[config.mk]
export PLATFORM = sky130hd
export DESIGN_NAME = srl_ram
export DESIGN_NICKNAME = d
export VERILOG_FILES = /design/src/rtl/srl_ram.sv
export SDC_FILE = /design/constraint.sdc
export NUM_CORES = 1
export LEC_CHECK = 0
export ABC_AREA = 1
export BUFFER_PORTS_ARGS = -buffer_cell sky130_fd_sc_hd__buf_2
export CAP_MARGIN = 40
export CORE_ASPECT_RATIO = 0.5
export CORE_UTILIZATION = 30
export CTS_CLUSTER_DIAMETER = 200
export DETAILED_ROUTE_END_ITERATION = 8
export GPL_TIMING_DRIVEN = 0
export HOLD_SLACK_MARGIN = 0.15
export PLACE_DENSITY = 0.54
export SLEW_MARGIN = 0
export SYNTH_ARGS = -nofsm -noshare
export SYNTH_HDL_FRONTEND = slang
export SYNTH_SLANG_ARGS = --single-unit
[constraint.sdc]
create_clock -name clock -period 2.2 [get_ports clock]
set_input_delay 0.44 -clock clock [delete_from_list [all_inputs] [get_ports clock]]
set_output_delay 0.44 -clock clock [all_outputs]
set_load 0.005 [all_outputs]
[src/rtl/srl_ram.sv]
`default_nettype none
module srl_ram #(
   parameter int WIDTH = 8,
   parameter int DEPTH = 16
) (
   input  wire logic                     clock,
   input  wire logic                     we,
   input  wire logic [$clog2(DEPTH)-1:0] waddr,
   input  wire logic [WIDTH-1:0]         wdata,
   input  wire logic [$clog2(DEPTH)-1:0] raddr,
   output logic      [WIDTH-1:0]         rdata
);

   logic [WIDTH-1:0] mem [DEPTH];

   always_ff @(posedge clock) begin
      if (we) begin
         mem[waddr] <= wdata;
      end
      rdata <= mem[raddr];
   end

endmodule
`default_nettype wire

---- After elaboration in Yosys (flattened, before gate mapping) ----
Memories as Yosys holds them, arrays and structs flattened. A register that Yosys moved wholly into a read port is not among the register bits.
Cells that the tools add are included.
storage, ports and cells
  memory bits (writable) .................. 128
  register bits ........................... 0
  memories ................................ 1
  word-level logic and storage cells ...... 3
  input port bits ......................... 18
memory list
  memory  words  bits a word  rd ports  clocked after Yosys merged registers in  wr ports  line  source
  mem     16     8            1         1                                        1         14    logic [WIDTH-1:0] mem [DEPTH];
operators by class
  muxes and demuxes ....................... 2
operator list
  cell               count
  1-bit two-way mux  2

---- Depth between registers and ports, before layout ----
Gate-level depths: netlist (run 1).
  word-level depth ........................ 2
  gate-level depth with buffers ........... 8
  gate-level depth less buffers ........... 7

---- Least setup slack after synthesis (run 1) ----
No wires, ideal clock.
  path kind ............................... input port to flip-flop
  start point ............................. in waddr[2]
  end point ............................... mem mem[10][0] (enable)
  data required time ...................... 1.830 ns
  library setup time ...................... 0.370 ns
  cell stages on the path ................. 2
  path buffers ............................ 0
  arrival ................................. 1.021 ns
  slack ................................... 0.809 ns
  cells stage by stage .................... nand3b_1 > nor2_1
RTL lines
  item                line  source
  start: declaration  8     input wire logic [$clog2(DEPTH)-1:0] waddr,
  end: declaration    14
Straight into the memory's write port.

---- Worst setup path after layout (run 1) ----
  start point ............................. in waddr[2]
  end point ............................... mem mem[8][5] (enable)
Straight into the memory's write port.

==> metrics.md, run 1 <==
| Metric | Value |
|---|---|
| Setup bufs post-CTS | `0` |
| Synth Register Bits | `136` |
| Register area | `4004 um^2` |
| Switching power | `0.001317 W` |
| Gr usage total | `15.90%` |
| Critical path class | `primary input to flip-flop` |
| Syn nets | `569` |
| Util after Layout | `36.69%` |
| Setup Slack @ Placement | `324.0 ps` |
| Hold path depth | `1` |
| Seq pwr share | `47.5%` |
| Max frequency | `713.1 MHz` |
| P_leak | `2.924 nW` |
| Area of the multi-input gates | `1214 um^2` |
| Die area | `19810 um^2` |
| Worst setup EP type | `flip-flop` |
| Hold Vio Cnt, Final | `0` |
| Layout cell share with drive strength beyond 1 | `13.09%` |
| Top Layer Used | `met4` |
| DRT Wirelength | `14700 um` |
| Die Ht | `100.0 um` |
| Worst ir drop on vdd | `0.0006481 V` |
| Placer Congestion | `0.8956` |
| Min setup slack post-route | `797.6 ps` |
| Pwr Density | `897.7 nW/um^2` |
| RSZ-0062 raised after global routing | `no` |
| Share of the yosys chip area belonging to registers | `69.43%` |
| CTS buffer count | `17` |
| Max Cap Viol | `0` |
| Grt ovf | `0` |
| Wire per inst | `16.89 um` |
| CTS H-tree depth | `4` |
| Worst-path fanout max | `8` |
| Ports | `26` |
| Site row count | `35` |
| Diode count | `0` |
| Final TNS setup | `0 ps` |
| R2R cell count | `6` |
| Starting Density | `30.98%` |
| DRT Pass-1 Iters | `5` |
| Final HPWL DP | `9678 um` |
| Pwr Total | `0.006131 W` |
| Mapped Avg Cell Area | `10.47 um^2` |
| Setup Skew | `8.005 ps` |
| CTS max path bufs | `2` |
| Nets | `616` |
| Vias | `3835` |
| Remaining antenna violation count | `0` |
| Fin crit share | `63.75%` |
| Fin cells | `870` |
| Wl on met1 | `7066 um` |
| Worst setup SP type | `primary input` |
| Distinct cells, synth | `12` |
| Met3 WL | `547 um` |
| Worst min-delay path class | `primary input to flip-flop` |
| Net Sw Frac | `21.49%` |
| Pin slew with the least headroom to its limit | `832.1 ps` |
| Final max-slew violation count | `0` |
| Placed cell count | `838` |
| Met2 wire length | `6802 um` |
| I/O Buffers | `22` |
| Via density per instance | `4.408` |
| Die Wd | `198.1 um` |
| Clk Tree Root Cell | `clkbuf_16` |
| CTS tree | `built` |
| Initial DRC count | `302` |
| Clock tree sinks | `136` |
| Clock transition at the registers of the reported paths | `60 ps` |
| Hold Buf Count CTS | `0` |
| Area of the mapped netlist | `5767 um^2` |
| Syn Inst Count | `551` |
| Crit path DAT | `1440 ps` |
| DRC viols | `0` |
| Status | `complete, no violations` |
| Clock Latency Late Sink | `420 ps` |
| Critical path required time | `2240 ps` |
| Global-route wire length before repair | `22120 um` |
| Layout fillers | `1811` |
| Internal cell power | `0.004813 W` |
| Initial antenna violation count | `0` |
| Synth warn | `0` |
| Setup Viol. Count Final | `0` |
| Rel. slew slack | `44.32%` |
| Vias in the first global route | `3681` |
| Post-CTS resize count | `0` |
| Largest net degree at the start of global routing | `17` |
| Crit path time final | `1402 ps` |
| Area of the core | `18610 um^2` |
| Area grow syn2layout | `18.42%` |
| Comb power frac | `6.3%` |
| Power share of the clock group | `46.3%` |
==> cell type report <==
class / instances / area share, %
plain buffers: 24 / 2.437
inverters: 102 / 5.606
repair buffers: 28 / 2.272
clock inverters: 9 / 1.832
clock buffers: 23 / 6.706
multi-input cells: 289 / 17.77
well taps: 259 / 4.745
flip-flops and latches: 136 / 58.63
==> layout by cell type (no fill, tap or decap), types with 6 or more instances in the layout <==
cell and count:
buf_6 6, edfxtp_1 128, nand3_1 97, buf_2 35, clkbuf_16 17, nor2_1 17
buf_4 10, dfxtp_1 8, nand2_1 173, inv_1 100
==> registers in the layout (all words and copies together), names as in the netlist <==
register and count:
rdata 8, mem 128
==> per-layer routing <==
layer  vias to the layer above  track usage (%)
li1                       1867                -
met1                      1869            21.41
met2                        79            25.79
met3                        20            2.991
met4                         0            5.725
met5                         -                0
==> power by group through the flow <==
stage / logic (W) / clock network, W / registers [W]
floorplan: 0.000204 / 0 / 0.00297
global route: 0.000424 / 0.00299 / 0.00291
global placement: 0.000380 / 0 / 0.00296
finish: 0.000384 / 0.00284 / 0.00291
detailed placement: 0.000385 / 0 / 0.00296
CTS: 0.000387 / 0.00286 / 0.00291
==> synth_stat cells, drive strengths merged <==
cell type	n	area, um^2
nand2	173	649.4
edfxtp	128	3844
inv	102	382.9
nand3	97	485.5
buf	24	166.4
nor2	17	63.81
dfxtp	8	160.2
nand3b	2	15.01
==> worst max-delay path, cell delays in order <==
cell	delay, ps
buf_2	120
nand3b_1	220
nor2_1	660
==> path summary, 6_finish.rpt <==
path | from | endpoint | slack, ps
worst max register to register | mem[7][5]$_DFFE_PP_ | rdata[5]$_DFF_P_ | 1160
worst max-delay path | waddr[2] | mem[8][5]$_DFFE_PP_ | 800
worst min register to register | mem[1][6]$_DFFE_PP_ | rdata[6]$_DFF_P_ | 710
worst min-delay path | wdata[7] | mem[11][7]$_DFFE_PP_ | 460
==> through the flow <==
stage / area (um^2) / hold slack [ps]
after CTS: 6829 / 453.1
after floorplan: 5767 / 538.9
final: 6829 / 456.8
after detailed placement: 6246 / 707.1
after global placement: 6201 / 698.4
after global routing: 6829 / 456.6
==> logic make-up (layout without fill, tap and decap cells) <==
family	Yosys count	count (layout)	synth area share (%)
buf+inv	126	186	9.525
flops	136	136	69.43
simple gates	289	289	21.05
Power figures use the tool's default switching activity.
==> run 2: changes to the inputs <==
--- a/config.mk
+++ b/config.mk
@@ -14,7 +14,7 @@
 export DETAILED_ROUTE_END_ITERATION = 8
 export GPL_TIMING_DRIVEN = 0
 export HOLD_SLACK_MARGIN = 0.15
-export PLACE_DENSITY = 0.54
+export PLACE_DENSITY = 0.55
 export SLEW_MARGIN = 0
 export SYNTH_ARGS = -nofsm -noshare
 export SYNTH_HDL_FRONTEND = slang
==> constraint.sdc (replaced) <==
create_clock -name clock -period 1.1 [get_ports clock]
set_input_delay 0.22 -clock clock [delete_from_list [all_inputs] [get_ports clock]]
set_output_delay 0.22 -clock clock [all_outputs]
set_load 0.005 [all_outputs]
==> metrics.md, run 2 (synthesis results as in run 1) <==
| Metric | Value |
|---|---|
| P_leak | `2.908 nW (-0.54%)` |
| R2R cell count | `6 (unchanged)` |
| Clock Latency Late Sink | `420 ps (about the same)` |
| Util after Layout | `36.93% (+0.24 points)` |
| Most frequent cells in the layout | `nand2_1 (173), edfxtp_1 (128), inv_1 (100), nand3_1 (97), buf_2 (32)` |
| Crit path DAT | `1230 ps (-210 ps)` |
| Global-route wire length before repair | `22320 um (+0.90%)` |
| CP bufs+invs | `1 (unchanged)` |
| Top flop regs | `mem (128), rdata (8)` |
| Pwr Density | `1817 nW/um^2 (+100%)` |
| Pin slew with the least headroom to its limit | `763.6 ps (-68.41 ps)` |
| Largest register FFs | `128 (unchanged)` |
| Clock transition at the registers of the reported paths | `60 ps (about the same)` |
| Clock tree sinks | `136 (unchanged)` |
| Die area | `19810 um^2 (unchanged)` |
| Crit path time final | `1190 ps` |
| Remaining antenna violation count | `0 (unchanged)` |
| Hold path depth | `1 (unchanged)` |
| Area grow syn2layout | `19.18%` |
| Worst setup EP type | `flip-flop` |
| Placer Congestion | `0.8428 (-5.9%)` |
| Min setup slack post-route | `-90.46 ps (-888.1 ps)` |
| Layout cell share with drive strength beyond 1 | `15.16% (+2.1 points)` |
| Final max-slew violation count | `0 (unchanged)` |
| Hold Buf Count CTS | `0 (unchanged)` |
| Max frequency | `840.0 MHz` |
| Site row count | `35 (unchanged)` |
| DRC viols | `0 (unchanged)` |
| CTS max path bufs | `2 (unchanged)` |
| Die Wd | `198.1 um (unchanged)` |
| Most common cell after layout, fill and taps aside | `nand2_1` |
| Initial antenna violation count | `0 (unchanged)` |
| DRT Wirelength | `14800 um (+0.70%)` |
| Worst ir drop on vdd | `0.0009516 V (+47%)` |
| Final TNS setup | `-1645 ps (-1645 ps)` |
| Reg2reg end | `rdata[5]$_DFF_P_` |
| Area of the core | `18610 um^2 (unchanged)` |
| CP Cell Sequence | `buf_2 > nand3b_1 > nor2_1` |
| CTS buffer count | `17 (unchanged)` |
| Initial DRC count | `358 (+19%)` |
| Status | `complete, but fails checks` |
| CP max stage delay | `640 ps (-20 ps)` |
| Grt ovf | `0 (unchanged)` |
| Worst path slowest cell | `nor2_1` |
| I/O Buffers | `22 (unchanged)` |
| CTS H-tree depth | `4 (unchanged)` |
| Starting Density | `30.98% (unchanged)` |
| Hold path start | `wdata[6]` |
| Worst min-delay path class | `primary input to flip-flop` |
| Hold Vio Cnt, Final | `0 (unchanged)` |
| Max Cap Viol | `0 (unchanged)` |
| Vias | `3884 (+1.3%)` |
| Ports | `26 (unchanged)` |
| Hold endpoint | `mem[6][6]$_DFFE_PP_` |
| Worst R2R Setup Slack | `90 ps (-1070 ps)` |
| Biggest register | `mem` |
| RSZ-0062 raised after global routing | `yes` |
| Worst setup SP type | `primary input` |
| Gr usage total | `16.19% (+0.29 points)` |
| Clk Tree Root Cell | `clkbuf_16` |
| Largest net degree at the start of global routing | `17 (unchanged)` |
| Die Ht | `100.0 um (unchanged)` |
| Critical path required time | `1140 ps (-1100 ps)` |
| Setup Viol. Count Final | `32 (+32)` |
| Critical path class | `primary input to flip-flop` |
| Via density per instance | `4.485 (+1.7%)` |
| Worst-path fanout max | `8 (unchanged)` |
| Failing checks | `negative setup slack` |
| Setup Skew | `5.431 ps (-2.574 ps)` |
| Nets | `612 (-0.65%)` |
| Vias in the first global route | `3778 (+2.6%)` |
| CTS tree | `built` |
| FF-to-FF Start | `mem[6][5]$_DFFE_PP_` |
| Fin crit share | `108.2%` |
| Wire per inst | `17.09 um (+1.2%)` |
| DRT Pass-1 Iters | `7 (+2)` |
| Final HPWL DP | `9477 um (-2.1%)` |
| Rel. slew slack | `48.90% (+4.6 points)` |
| Crit-path leading delay family | `simple AND/OR/NAND/NOR gates` |
| Diode count | `0 (unchanged)` |
==> run 2: power by group <==
| group | internal, W | switching (W) |
|---|---|---|
| clock | 0.00376 | 0.00212 |
| sequential | 0.00579 | 0.0000282 |
| combinational | 0.000228 | 0.000556 |
==> run 2: metal layers <==
metal  up-vias  share of wire, %  GRT usage, %
li1       1861                 -             -
met1      1863                44         20.63
met2       136                47         25.84
met3        24               7.1         4.906
met4         0               2.2         6.619
met5         -                 0             0
==> run 2: what timing repair did <==
item	4_1_cts	5_1_grt
resized for setup	4	9
endpoints found under the setup margin	64	74
setup buffers	0	0
==> run 2: metrics by stage <==
stage	cells	setup WS [ps]	hold slack [ps]	instance area, um^2	total power [W]
final	866	-90.46	221.3	6873	0.01249
after detailed placement	834	-680.3	601.1	6228	0.006699
after floorplan	551	-70.84	318.9	5779	0.006344
after global routing	866	-131.6	217.9	6873	0.01288
after CTS	866	-99.01	204.3	6849	0.01256
after global placement	832	-679.6	599.1	6213	0.006692
==> run 2: final cells by class <==
class	count	area [um^2]
fill	1832	11740
sequential	136	4005
multi-input combinational	289	1251
clock buffer	18	429.2
inverter	102	382.9
tap	259	324.1
clock inverter	14	181.4
buffer	24	173.9
timing repair buffer	24	125.1
==> run 2: how the worst max path moves through the flow <==
stage,slack (ps),cells past startpoint,to,from
global route,-130,3,mem[11][5]$_DFFE_PP_,waddr[2]
CTS,-100,3,mem[9][6]$_DFFE_PP_,waddr[2]
global placement,-680,3,mem[7][4]$_DFFE_PP_,waddr[3]
floorplan,-70,2,mem[11][0]$_DFFE_PP_,waddr[2]
detailed placement,-680,3,mem[4][4]$_DFFE_PP_,waddr[3]
finish,-90,3,mem[8][6]$_DFFE_PP_,waddr[2]
