===== src/rtl/srl_pkg.sv =====
`default_nettype none
package srl_pkg;

   localparam int TABLE_DEPTH = 1024;
   localparam int IDX_W       = $clog2(TABLE_DEPTH);
   localparam int CNT_W       = IDX_W + 1;
   localparam int ADDR_W      = 64;
   localparam int NAME_W      = 32;
   localparam int CSR_IDX_W   = 8;
   localparam int CSR_DATA_W  = 32;

   typedef enum logic {
      CMD_WRITE  = 1'b0,
      CMD_LOOKUP = 1'b1
   } cmd_type;

   typedef enum logic [CSR_IDX_W-1:0] {
      CSR_TABLE_LOADED = 8'd0,
      CSR_SYMBOL_COUNT = 8'd1,
      CSR_NAMES_LENGTH = 8'd2
   } csr_idx_type;

   typedef enum logic {
      ST_IDLE = 1'b0,
      ST_WALK = 1'b1
   } state_type;

   // one table slot as stored in the memory
   typedef struct packed {
      logic [ADDR_W-1:0] start_addr;
      logic [ADDR_W-1:0] length;
      logic [NAME_W-1:0] name_ofs;
      logic              glob_flag;
   } entry_type;

   localparam int ENTRY_W = $bits(entry_type);

   typedef struct packed {
      logic              loaded;
      logic [CNT_W-1:0]  limit;        // low bits of symbol_count, saturated at depth
      logic [NAME_W-1:0] name_area_len;
   } cfg_type;

endpackage
`default_nettype wire


===== src/rtl/srl_walk.sv =====
`default_nettype none
module srl_walk
   import srl_pkg::*;
(
   input  wire logic              clock,
   input  wire logic              reset,
   input  wire cfg_type           cfg,
   input  wire logic              start,
   output logic                   busy,
   input  wire logic              req_command,
   input  wire logic [IDX_W-1:0]  req_entry_index,
   input  wire logic [ADDR_W-1:0] req_entry_start,
   input  wire logic [ADDR_W-1:0] req_entry_length,
   input  wire logic [NAME_W-1:0] req_entry_name_offset,
   input  wire logic              req_entry_global,
   input  wire logic [ADDR_W-1:0] req_query_address,
   output logic                   mem_we,
   output logic [IDX_W-1:0]       mem_waddr,
   output entry_type              mem_wdata,
   output logic [IDX_W-1:0]       mem_raddr,
   input  wire entry_type         mem_rdata,
   output logic                   rsp_strobe,
   output logic                   rsp_found,
   output entry_type              rsp_entry,
   output logic                   rsp_name_valid
);

   state_type         state_ff, state_in;
   logic [IDX_W-1:0]  eval_ff, eval_in;
   logic [ADDR_W-1:0] addr_ff, addr_in;
   logic              have_prev_ff, have_prev_in;
   entry_type         prev_ff, prev_in;
   logic              strobe_ff, strobe_in;
   logic              found_ff, found_in;
   entry_type         entry_ff, entry_in;
   logic              nvalid_ff, nvalid_in;
   logic [ADDR_W-1:0] end_addr;
   logic              is_last;

   always_ff @(posedge clock) begin
      if (reset) begin
         state_ff  <= ST_IDLE;
         strobe_ff <= 1'b0;
      end else begin
         state_ff  <= state_in;
         strobe_ff <= strobe_in;
      end
      eval_ff      <= eval_in;
      addr_ff      <= addr_in;
      have_prev_ff <= have_prev_in;
      prev_ff      <= prev_in;
      found_ff     <= found_in;
      entry_ff     <= entry_in;
      nvalid_ff    <= nvalid_in;
   end

   // end of the current symbol, wrapping at 64 bits
   assign end_addr = mem_rdata.start_addr + mem_rdata.length;
   assign is_last  = (eval_ff == IDX_W'(cfg.limit - CNT_W'(1)));

   always_comb begin
      state_in     = state_ff;
      eval_in      = eval_ff;
      addr_in      = addr_ff;
      have_prev_in = have_prev_ff;
      prev_in      = prev_ff;
      strobe_in    = 1'b0;
      found_in     = found_ff;
      entry_in     = entry_ff;
      mem_we       = 1'b0;
      mem_raddr    = '0;

      case (state_ff)
         ST_IDLE: begin
            // slot 0 is read speculatively so a walk starts at once
            if (start) begin
               if (req_command == CMD_WRITE) begin
                  mem_we    = 1'b1;
                  strobe_in = 1'b1;
                  found_in  = 1'b0;
                  entry_in  = '0;
               end else if (!cfg.loaded || cfg.limit == '0) begin
                  strobe_in = 1'b1;
                  found_in  = 1'b0;
                  entry_in  = '0;
               end else begin
                  state_in     = ST_WALK;
                  eval_in      = '0;
                  have_prev_in = 1'b0;
                  addr_in      = req_query_address;
               end
            end
         end
         ST_WALK: begin
            mem_raddr = eval_ff + IDX_W'(1);
            if (mem_rdata.start_addr > addr_ff) begin
               state_in  = ST_IDLE;
               strobe_in = 1'b1;
               found_in  = have_prev_ff;
               entry_in  = have_prev_ff ? prev_ff : '0;
            end else if (addr_ff < end_addr) begin
               state_in  = ST_IDLE;
               strobe_in = 1'b1;
               found_in  = 1'b1;
               entry_in  = mem_rdata;
            end else if (is_last) begin
               state_in  = ST_IDLE;
               strobe_in = 1'b1;
               found_in  = 1'b0;
               entry_in  = '0;
            end else begin
               prev_in      = mem_rdata;
               have_prev_in = 1'b1;
               eval_in      = eval_ff + IDX_W'(1);
            end
         end
         default: begin
            state_in = ST_IDLE;
         end
      endcase

      nvalid_in = found_in && (entry_in.name_ofs < cfg.name_area_len);
   end

   assign busy                 = (state_ff != ST_IDLE);
   assign mem_waddr            = req_entry_index;
   assign mem_wdata.start_addr = req_entry_start;
   assign mem_wdata.length     = req_entry_length;
   assign mem_wdata.name_ofs   = req_entry_name_offset;
   assign mem_wdata.glob_flag  = req_entry_global;

   assign rsp_strobe     = strobe_ff;
   assign rsp_found      = found_ff;
   assign rsp_entry      = entry_ff;
   assign rsp_name_valid = nvalid_ff;

endmodule
`default_nettype wire


===== config.mk =====
export PLATFORM = sky130hd
export DESIGN_NAME = srl_walk
export DESIGN_NICKNAME = d
export VERILOG_FILES = /design/src/rtl/srl_pkg.sv /design/src/rtl/srl_walk.sv
export SDC_FILE = /design/constraint.sdc
export NUM_CORES = 1
export LEC_CHECK = 0
export ABC_AREA = 0
export BUFFER_PORTS_ARGS = -buffer_cell sky130_fd_sc_hd__buf_2
export CAP_MARGIN = 10
export CORE_AREA = 2 2 306 308
export CTS_BUF_LIST = sky130_fd_sc_hd__clkbuf_16
export DETAILED_ROUTE_END_ITERATION = 8
export DIE_AREA = 0 0 308 310
export GPL_TIMING_DRIVEN = 0
export MAX_ROUTING_LAYER = met4
export PLACE_DENSITY = 0.55
export SYNTH_ARGS = -nofsm -noshare
export SYNTH_HDL_FRONTEND = slang
export SYNTH_SLANG_ARGS = --single-unit

===== constraint.sdc =====
create_clock -name clock -period 23.5 [get_ports clock]
set_input_delay 4.7 -clock clock [delete_from_list [all_inputs] [get_ports clock]]
set_output_delay 4.7 -clock clock [all_outputs]
set_load 0.05 [all_outputs]

Word level (Yosys, flattened, before mapping)
Cells that the tools add are included.
Widths: inputs -> output; s select.
{"block": "word_totals", "reg_bits": 401, "inputBits": 444, "output_inout_bits": 347, "word_cells": 90}
{"block": "op_classes", "add_sub_neg": 3, "order_cmp": 3, "eq_ne": 9, "n_mux": 47, "bitwise_logic": 5, "n_reduce_logical": 8}
{"operator": "$mux 161", "count": 7}
{"operator": "$pmux 161 s2", "count": 1}
{"operator": "$mux 10", "count": 7}
{"operator": "$add 64x64->64", "count": 1}
{"operator": "$gt 64x64->1", "count": 1}
{"operator": "$lt 64x64->1", "count": 1}
{"operator": "$lt 32x32->1", "count": 1}
{"operator": "$mux 1", "count": 27}
{"operator": "$pmux 10 s2", "count": 1}
{"operator": "$ne 2x2->1 const B", "count": 6}
{"operator": "$logic_not 11->1", "count": 1}
{"operator": "$add 10x1->10 const B", "count": 1}
{"operator": "$eq 10x10->1", "count": 1}
{"operator": "$sub 10x1->10 const B", "count": 1}
{"operator": "$pmux 1 s2", "count": 4}
{"operator": "$reduce_and 4->1", "count": 2}
{"operator": "$reduce_and 6->1", "count": 1}
{"operator": "$not 1->1", "count": 5}
{"operator": "$ne 4x1->1 const B", "count": 1}
{"operator": "$ne 3x3->1 const B", "count": 1}
{"operator": "$reduce_and 3->1", "count": 1}
{"operator": "$logic_and 1x1->1", "count": 1}
{"operator": "$logic_not 1->1", "count": 1}
{"operator": "$logic_or 1x1->1", "count": 1}

Depth between registers and ports, before layout
{"block": "logic_depth", "depth_word": 8, "mapped_depth": 38, "mapped_depth_nobuf": 36}

Worst setup path before layout
No wires, ideal clock.
{"block": "synth_path", "path_kind": "in2reg", "from": "input mem_rdata[33] (netlist bit)", "to": "register eval_ff[0], enable pin", "setup_time_ns": 0.336, "arrival_time_ns": 20.852, "required_time_ns": 23.164, "slack_ns": 2.312, "stages": 24, "n_path_buf": 0, "path_cell_list": "ha_1 > inv_1 > fa_1 > nand2b_1 > a21oi_1 > o21ai_0 > o311ai_2 > o211ai_1 > a31oi_1 > nor2_1 > o221a_2 > o21ai_1 > a31oi_1 > xor2_1 > ha_1 > nand4_1 > nor4_1 > nand4_1 > o221ai_1 > a21oi_1 > nand3_1 > a21oi_1 > nor3_1 > or2_2"}
{"block": "synth_between", "elab_chain_cells": 4}
{"item": "start, declared", "line_no": "srl_walk.sv:21", "text": "input wire entry_type mem_rdata,"}
{"item": "$add 64x64->64", "line_no": "srl_walk.sv:58", "text": "assign end_addr = mem_rdata.start_addr + mem_rdata.length;"}
{"item": "$lt 64x64->1", "line_no": "srl_walk.sv:101", "text": "end else if (addr_ff < end_addr) begin"}
{"item": "$ne 2x2->1 (no source line)"}
{"item": "$reduce_and 6->1 (no source line)"}
{"item": "end signal, assigned", "line_no": "srl_walk.sv:48", "text": "eval_ff <= eval_in;"}
{"item": "end, declared", "line_no": "srl_walk.sv:29", "text": "logic [IDX_W-1:0] eval_ff, eval_in;"}
Every way passes these cells.
A chain may end at the register's enable or synchronous reset.

==> results.yml <==
outcome:
  status: "complete, no violations"
sta:
  maxSlewViolCount: 0
  fin_crit_sh: 0.615
  fin_ws_ns: 9.05
  worst_pin_slew_ns: 1.13
  setup_viol_count_final: 0
  whs_ns: 0.487
  fin_tns_setup_ns: 0
  hold_viol_final: 0
  slew_headroom: 0.236
  clock.fmax_mhz: 69.2
  period_minus_slack_ns: 14.45
  rsz0062_at_grt: "false"
  clock_skew_ns: 0.0331
yosys:
  synthAdderAreaFrac: 0.125
  synth-seq-area-share: 0.520
  synth.distinct_cells: 65
  yosysTopAreaCell: "edfxtp_1"
  syn-cell-area_um2: 22500
  synth.area.mux_share: 0
  synth-simple-area-share: 0.0638
  syn_nets: 2547
  synth_flop_cell: "edfxtp_1"
  synth_edf_count: 365
  synth_warnings: 0
  synth_top_area_frac: 0.488
  synth_compound_area_frac: 0.167
  synth-seq-cells: 401
  syn_avg_cell_area_um2: 12.0
  synth.most_common_cell: "edfxtp_1"
  synth_top_family_by_area: "compound AO/OA/AOI/OAI gates"
  synthArstFlopShare: 0
  synth-xor-area-share: 0.0320
  yosys-top-cells-area: "edfxtp_1 49%, ha_1 12%, buf_4 5.7%, a22o_1 5.1%, dfxtp_1 3.2%"
  synth_cells: 1879
  synth_common_cells: "365 x edfxtp_1, 223 x ha_1, 171 x buf_4"
worst_setup_path:
  r2r_slack_ns: 16.84
  path_max_fanout: 10
  path_class: "in2reg"
  start_kind: "input port"
  cp.arrival_ns: 14.92
  cpLargestDelayFamily: "compound AO/OA/AOI/OAI gates"
  cp_slowest_cell: "nor4_1"
  crit_top_cell: "nand4_1"
  slowest_delay_ns: 0.72
  required_ns: 23.97
  crit_path_end_kind: "register"
  crit_buf_inv: 4
detailed_routing:
  ant_nets: 0
  drt-initial-drc-count: 1128
  firstDrtPassIters: 9
  vias_per_cell: 4.56
  drc: 0
  wire_per_inst_um: 21.3
  vias: 17500
  wl_um: 81900
die:
  die_w_um: 308
  dieArea_um2: 95500
  initial_core_util: 0.243
  core_area_um2: 92500
  rows: 112
  dieHeight_um: 310
  pin_count: 791
placement:
  placed_cells: 3717
  place_ws_ns: 8.27
  portBuffers: 619
  dpl_cell_area_um2: 27400
  gp_congestion: 0.878
  dp_hpwl_um: 68000
cells_and_area:
  design_area_um2: 29000
  layout.nets: 3238
  area_delta_synth_final_pct: 29.2
  instances_no_fill: 3837
  fillers: 9557
  drive_gt1_frac: 0.349
  final_util: 0.314
clocking:
  postCtsSetupRepairBufs: 0
  ctsHoldBuffers: 0
  clkSlewWorstSetupHoldPaths_ns: 0.06
  cts_buffers: 47
  cts.htree.levels: 2
  cts-root-buf: "clkbuf_16"
  clk_latency_ns: 0.60
  cts_max_path_buffers: 3
  cts_tree: "done"
  postCtsResizedCells: 0
  numClockSinks: 401
power_and_ir_drop:
  p_total_mw: 2.01
  ir_drop_uv: 42.1
  power.leakage_nw: 13.2
  power_density_nw_per_um2: 69.4
global_route:
  use_met2: 0.278
  grt-ovfl-total: 0
  grt.busiest_layer: "met2"
  grt_pass1_vias: 17000
  use_met1: 0.192
  grt_max_degree: 74
  grtUsageMet3: 0.0388
  grt_pass1_wl_um: 113000
  grtUsageTotal: 0.167
  antenna_found_initial: 46
job:
  maxCapViolCount: 0
min_path:
  hp-class: "reg2reg"
==> area by class of cell <==
cell class | instances | area [µm²] | share of cell area
antenna | 33 | 82.6 | 0.00284
buffer | 225 | 1500 | 0.0517
clock buffer | 49 | 1230 | 0.0422
clock inverter | 37 | 329 | 0.0113
inverter | 151 | 572 | 0.0197
multi-input combinational | 1102 | 8730 | 0.301
sequential | 401 | 11700 | 0.402
tap | 1197 | 1500 | 0.0516
timing repair buffer | 642 | 3420 | 0.118
==> per-layer routing <==
metal  part of all wire  wire [µm]  vias to the layer above
li1                   -          -                     8409
met1               0.39      32200                     8312
met2               0.49      40500                      657
met3              0.074       6070                      107
met4              0.038       3100                        0
met5                  0          0                        -
==> power breakdown <==
part	switching [mW]	total [mW]	internal, mW
registers	0.00938	0.817	0.808
clock network	0.309	0.743	0.434
logic	0.305	0.454	0.149
total	0.624	2.01	1.39
==> layout by cell type (no fill, tap or decap), drive strengths merged, types with 33 or more instances in the layout <==
master	instances
buf	826
edfxtp	365
ha	223
inv	161
a22o	130
a21oi	124
clkbuf	90
a21o	74
nand2	68
o21ai	61
nor2	48
xnor2	46
xor2	36
dfxtp	36
nand4	35
diode	33
nand3	33
==> path summary, 6_finish.rpt <==
path | end | startpoint | depth (start not counted)
hold / removal | rsp_entry[28] | prev_ff[28] | 2
setup / recovery | rsp_name_valid | mem_rdata[97] | 38
setup reg to reg | rsp_name_valid | addr_ff[63] | 23
hold reg to reg | rsp_entry[28] | prev_ff[28] | 2
==> state kept, by name, indices dropped and copies added (netlist names) <==
| name | cells |
|---|---|
| rsp_name_valid | 1 |
| eval_ff | 10 |
| rsp_strobe | 1 |
| rsp_entry | 161 |
| rsp_found | 1 |
| prev_ff | 161 |
| busy | 1 |
| have_prev_ff | 1 |
| addr_ff | 64 |
==> worst register-to-register path, delay by kind of cell (launching register included) <==
| family | cells | cell delay [ns] |
|---|---|---|
| simple gates | 12 | 3.16 |
| flops | 1 | 0.40 |
| buf+inv | 2 | 0.65 |
| compound gates | 7 | 1.86 |
| fa+ha+maj | 2 | 0.47 |
==> kinds of logic (layout without fill, tap and decap cells) <==
family / Yosys count / count (layout)
compound gates: 522 / 522
xor+xnor: 82 / 82
fa+ha+maj: 224 / 224
buf+inv: 376 / 1104
flops: 401 / 401
other cells: 0 / 33
simple gates: 274 / 274
No activity file was read; power rests on OpenSTA's default activity.
